===== config.mk =====
export PLATFORM = sky130hd
export DESIGN_NAME = snas_ctrl
export DESIGN_NICKNAME = d
export VERILOG_FILES = /design/src/hw/rtl/snas_pkg.sv /design/src/hw/rtl/snas_ctrl.sv
export SDC_FILE = /design/constraint.sdc
export NUM_CORES = 1
export LEC_CHECK = 0
export BUFFER_PORTS_ARGS = -buffer_cell sky130_fd_sc_hd__clkbuf_2
export CAP_MARGIN = 40
export CORE_AREA = 2 2 46 48
export CTS_CLUSTER_DIAMETER = 200
export DETAILED_ROUTE_END_ITERATION = 8
export DIE_AREA = 0 0 48 50
export PLACE_DENSITY_LB_ADDON = 0.08
export SYNTH_ARGS = -nofsm -noshare
export SYNTH_HDL_FRONTEND = slang
export SYNTH_SLANG_ARGS = --single-unit

===== constraint.sdc =====
create_clock -name clk -period 1.7 [get_ports clk]
set_clock_uncertainty 0.1 [all_clocks]
set_input_delay 0.17 -clock clk [delete_from_list [all_inputs] [get_ports clk]]
set_output_delay 0.17 -clock clk [all_outputs]
set_load 0.05 [all_outputs]

===== src/hw/rtl/snas_pkg.sv =====
// Shared types, constants and helpers for the spiking neuron array step core.
package snas_pkg;

  localparam int NEURON_COUNT_DEF  = 64;
  localparam int FRACTION_BITS_DEF = 16;

  localparam int OPCODE_W    = 2;
  localparam int NEURON_W    = 6;
  localparam int CURRENT_W   = 16;
  localparam int STATE_W     = 32;
  localparam int MASK_W      = 64;
  localparam int ACTIVE_W    = 7;
  localparam int CFG_INDEX_W = 4;
  localparam int CFG_DATA_W  = 64;
  localparam int DIV_W       = 64;
  localparam int DIVISOR_W   = 8;

  localparam logic [OPCODE_W-1:0] OP_DELIVER = 2'd0;
  localparam logic [OPCODE_W-1:0] OP_TICK    = 2'd1;
  localparam logic [OPCODE_W-1:0] OP_CLEAR   = 2'd2;

  localparam logic [CFG_INDEX_W-1:0] CFG_EXC_MASK     = 4'd0;
  localparam logic [CFG_INDEX_W-1:0] CFG_ACTIVE_COUNT = 4'd1;

  localparam logic [DIVISOR_W-1:0] DSR_QUAD = 8'd25;
  localparam logic [DIVISOR_W-1:0] DSR_RS   = 8'd250;
  localparam logic [DIVISOR_W-1:0] DSR_FS   = 8'd50;

  localparam logic signed [63:0] S32_MAX = 64'sd2147483647;
  localparam logic signed [63:0] S32_MIN = -64'sd2147483648;

  typedef enum logic [1:0] {WR_NONE, WR_DELIVER, WR_FIRE, WR_UPDATE} wr_kind_t;
  typedef enum logic {DIV_QUAD, DIV_RECOVERY} div_sel_t;

  typedef struct packed {
    logic signed [STATE_W-1:0] v;
    logic signed [STATE_W-1:0] u;
    logic signed [STATE_W-1:0] acc;
  } nrn_t;

  typedef struct packed {
    logic     in_take;
    logic     clr_all;
    logic     rd_en;
    logic     addr_tgt;
    wr_kind_t wr_kind;
    logic     cnt_clr;
    logic     cnt_inc;
    logic     mul_en;
    logic     div_start;
    div_sel_t div_sel;
    logic     nv_en;
    logic     fire_push;
    logic     fin_push;
  } ctl_cmd_t;

  typedef struct packed {
    logic is_fire;
    logic pend_valid;
    logic out_free;
    logic div_busy;
    logic cnt_last;
    logic lim_zero;
    logic tgt_ok;
  } ctl_stat_t;

  function automatic logic signed [STATE_W-1:0] sat32(input logic signed [63:0] x);
    logic signed [STATE_W-1:0] r;
    if (x > S32_MAX) begin
      r = S32_MAX[STATE_W-1:0];
    end else if (x < S32_MIN) begin
      r = S32_MIN[STATE_W-1:0];
    end else begin
      r = x[STATE_W-1:0];
    end
    return r;
  endfunction

endpackage


===== src/hw/rtl/snas_ctrl.sv =====
// Sequencer for deliver, tick and clear items.
module snas_ctrl (
  input  logic                          clk,
  input  logic                          rst,
  input  logic                          req_valid,
  input  logic [snas_pkg::OPCODE_W-1:0] req_opcode,
  output logic                          req_ready,
  output snas_pkg::ctl_cmd_t            cmd,
  input  snas_pkg::ctl_stat_t           stat
);
  import snas_pkg::*;

  typedef enum logic [3:0] {
    S_IDLE, S_D_RD, S_D_WR, S_T_FRD, S_T_FCHK, S_T_FIN, S_T_URD, S_T_MUL,
    S_T_QST, S_T_QWT, S_T_NV, S_T_XST, S_T_UWT, S_T_UWR
  } state_t;

  state_t state, state_next;

  always_ff @(posedge clk) begin
    if (rst) begin
      state <= S_IDLE;
    end else begin
      state <= state_next;
    end
  end

  assign req_ready = (state == S_IDLE);

  always_comb begin
    state_next = state;
    cmd        = '0;
    case (state)
      S_IDLE: begin
        cmd.cnt_clr = 1'b1;
        if (req_valid) begin
          cmd.in_take = 1'b1;
          case (req_opcode)
            OP_DELIVER: state_next = S_D_RD;
            OP_TICK:    state_next = stat.lim_zero ? S_T_FIN : S_T_FRD;
            OP_CLEAR:   cmd.clr_all = 1'b1;
            default: ;
          endcase
        end
      end
      S_D_RD: begin
        cmd.rd_en    = 1'b1;
        cmd.addr_tgt = 1'b1;
        state_next   = S_D_WR;
      end
      S_D_WR: begin
        cmd.addr_tgt = 1'b1;
        if (stat.tgt_ok) begin
          cmd.wr_kind = WR_DELIVER;
        end
        state_next = S_IDLE;
      end
      S_T_FRD: begin
        cmd.rd_en  = 1'b1;
        state_next = S_T_FCHK;
      end
      S_T_FCHK: begin
        if (!(stat.is_fire && stat.pend_valid && !stat.out_free)) begin
          if (stat.is_fire) begin
            cmd.wr_kind   = WR_FIRE;
            cmd.fire_push = 1'b1;
          end
          if (stat.cnt_last) begin
            state_next = S_T_FIN;
          end else begin
            cmd.cnt_inc = 1'b1;
            state_next  = S_T_FRD;
          end
        end
      end
      S_T_FIN: begin
        if (stat.out_free) begin
          cmd.fin_push = 1'b1;
          cmd.cnt_clr  = 1'b1;
          state_next   = stat.lim_zero ? S_IDLE : S_T_URD;
        end
      end
      S_T_URD: begin
        cmd.rd_en  = 1'b1;
        state_next = S_T_MUL;
      end
      S_T_MUL: begin
        cmd.mul_en = 1'b1;
        state_next = S_T_QST;
      end
      S_T_QST: begin
        cmd.div_start = 1'b1;
        cmd.div_sel   = DIV_QUAD;
        state_next    = S_T_QWT;
      end
      S_T_QWT: begin
        if (!stat.div_busy) begin
          state_next = S_T_NV;
        end
      end
      S_T_NV: begin
        cmd.nv_en  = 1'b1;
        state_next = S_T_XST;
      end
      S_T_XST: begin
        cmd.div_start = 1'b1;
        cmd.div_sel   = DIV_RECOVERY;
        state_next    = S_T_UWT;
      end
      S_T_UWT: begin
        cmd.div_sel = DIV_RECOVERY;
        if (!stat.div_busy) begin
          state_next = S_T_UWR;
        end
      end
      S_T_UWR: begin
        cmd.div_sel = DIV_RECOVERY;
        cmd.wr_kind = WR_UPDATE;
        if (stat.cnt_last) begin
          state_next = S_IDLE;
        end else begin
          cmd.cnt_inc = 1'b1;
          state_next  = S_T_URD;
        end
      end
      default: state_next = S_IDLE;
    endcase
  end

endmodule


==> impl_metrics.toml <==
[setup_path]
path_cells = "buf_12, nor2_4, o21a_1, a21oi_2, nor3b_4, buf_8"
worst_path_dominant_cell_family = "flip-flops"
critical_path_required_ns = 1.43
critPathMaxFanout = 6
crit_slowest_cell = "dfxtp_4"
worstPathArrival_ns = 1.44
path_buf_inv = 2
critPathCaptureType = "output port"
critPathLaunchType = "flip-flop"
critPathKind = "flip-flop to output port"
slowest_delay_ns = 0.36

[pwr]
p_sw_w = 0.000639
intPower_w = 0.000737
swShare = 0.464
power.share.sequential = 0.128
ir_drop_v = 0.000816
power_leakage_nw = 0.516
pwr-share-comb = 0.788
powerDensity_nw_per_um2 = 1180
clock_power_share = 0.085
p_total_w = 0.00138

[sta]
setup_ws_ns = -0.00961
fmax_mhz = 585
worst_slew_pin_slew_ns = 0.284
finalSetupViolCount = 1
holdWs_ns = 0.0366
hold_violations = 0
rsz0062_at_grt = "yes"
relSlewSlack = 0.810
fin_crit_ns = 1.71
final_max_slew_viol_count = 0
period_share = 1.01

[synthesis]
synth-edff-count = 0
synth_area_leader_cell = "dfxtp_1"
synth_compound_area_frac = 0.257
ys_seq_elements = 4
synth_xor_area_frac = 0.0324
synth_top_family_by_area = "simple AND/OR/NAND/NOR gates"
async_flop_share = 0
yosys-top-cells-count = "a21oi_1 (8), nor2_1 (6), o21ai_0 (5)"
yosys.area_share.simple = 0.428
synth_cell_types = 34
syn_area_um2 = 541
synth_top_cell_area_share = 0.148
yosysMostFrequentCell = "a21oi_1"
seq_area_frac_synth = 0.148
yosys_warnings = 0
synth_cells = 76
synth_area_leaders = "dfxtp_1 (15%), a21oi_1 (7.4%), mux2_2 (6.2%), nand2b_1 (4.6%), nor2b_1 (4.6%)"
yosys.area_share.adder = 0
synth_fp_nets = 88
muxShareOfSynthArea = 0.0625
synth_ff_type = "dfxtp_1"
avgSynthCellArea_um2 = 7.11

[floorplan]
core_area_um2 = 1900
ioPinCount = 27
die_y_um = 50
die_area_um2 = 2400
rows = 16
die-width_um = 48
initial_core_util = 0.284

[grt]
grt_usage = 0.159
grt_pass1_vias = 673
grt_max_degree = 9
grt_pass1_wl_um = 2790
grt-ovfl-total = 0
antenna_found_initial = 0

[place]
routabilityCongestion = 0.773
dpl_worst_slack_ns = 0.0167
hpwl_um = 1330
portBuffers = 26

[clock_network]
cts_made_buffers = 3
cts_sinks = 4
clk_latency_ns = 0.23
tritoncts = "done"
path_clk_slew_ns = 0.03
h-tree-depth = 1
cts-root-buf = "clkbuf_4"
cts.path.max_buffers = 2

[outcome]
status = "finished with violations"
violations = "negative setup slack"

[finish]
largest_reg_flops = 4
largest_register = "state"
final_layout_size_suffix_gt1_frac = 0.640
num-nets-final = 139
area_delta_synth_final_pct = 115
antenna_cells = 0
top_regs = "state x4"
post-route-util = 0.611

[flow_run]
cap_viol_max_count = 0

[drt]
ant_nets = 0
drt-total-wl_um = 1760
drtIter0Drc = 16
via_per_inst = 4.88
wl_per_cell_um = 11.6
drc = 0
first_pass_iters = 4
vias = 741

[worst_hold_path]
hp-class = "input port to flip-flop"
cells by family after synthesis:
group / after synthesis
and+or+nand+nor: 37
muxes: 3
DFF: 4
AOI/OAI and AO/OA: 22
xor gates and xnor gates: 2
buffers and inverters: 8
repair_timing:
action / in CTS / in global routing
buffers inserted: 3 / 5
hold buffers: 0 / 0
endpoints found under the hold margin: 0 / 0
resized for setup: 26 / 27
pin swaps: 1 / 6
setup endpoints to repair: 13 / 16
layout make-up:
type	count	area, um2
repair buffers	51	459
flip-flops and latches	4	95.1
multi-input cells	64	541
inverters	3	11.3
fillers	170	739
well taps	27	33.8
clock buffers	3	22.5
metal layers:
layer | track usage | part of all wire | wire [um] | vias up
met2 | 0.253 | 0.50 | 870 | 17
met4 | 0.0405 | 0 | 0 | 0
met1 | 0.206 | 0.46 | 813 | 341
met5 | 0 | 0 | 0 | -
met3 | 0.0440 | 0.041 | 72 | 0
li1 | - | - | - | 383
metrics by stage:
| stage | setup TNS (ns) | std cells | cell area [um2] |
|---|---|---|---|
| after detailed placement | 0 | 142 | 906 |
| after global placement | 0 | 142 | 906 |
| after CTS | -0.0466 | 147 | 1040 |
| final | -0.00961 | 152 | 1160 |
| after global routing | -0.297 | 152 | 1160 |
| after floorplan | -1.34 | 76 | 609 |
worst reg2reg max path: stages, from the launching register on:
cell and delay, ns:
dfxtp_4 0.36, buf_4 0.15, nor2b_1 0.14, a32o_1 0.29
a2111o_1 0.42, a21oi_1 0.13
power groups by stage:
stage                     sequential [W]  clock [W]  combinational, W
after floorplan                 0.000142          0          0.000633
after global placement          0.000165          0          0.000906
after detailed placement        0.000163          0          0.000914
after CTS                       0.000174   0.000125          0.000992
after global routing            0.000183   0.000141           0.00115
final                           0.000176   0.000117           0.00108
path summary, 6_finish.rpt:
kind,from,end,slack (ns),cells past startpoint
hold reg to reg,state[3],state[1],0.63,3
setup / recovery,state[3],cmd[6],-0.01,6
setup reg to reg,state[3],state[1],0.05,5
hold / removal,rst,state[0],0.04,2
layout by cell type (no fill, tap or decap), types with 2 or more instances in the layout:
master | netlist | routed
nor2_1 | 6 | 4
nand3_1 | 2 | 2
o21ai_0 | 5 | 5
nand2_1 | 4 | 4
buf_4 | 0 | 20
mux2_2 | 3 | 2
inv_1 | 3 | 3
nor3b_4 | 0 | 2
nor2_4 | 0 | 3
buf_6 | 1 | 7
nand2b_1 | 4 | 3
dfxtp_4 | 0 | 4
and4_4 | 0 | 2
o21a_1 | 3 | 3
clkbuf_2 | 0 | 13
nor4_4 | 0 | 2
buf_12 | 0 | 3
nor2b_1 | 4 | 2
buf_8 | 0 | 4
clkbuf_4 | 0 | 5
a21oi_1 | 8 | 7
(Power assumes the default switching activity.)
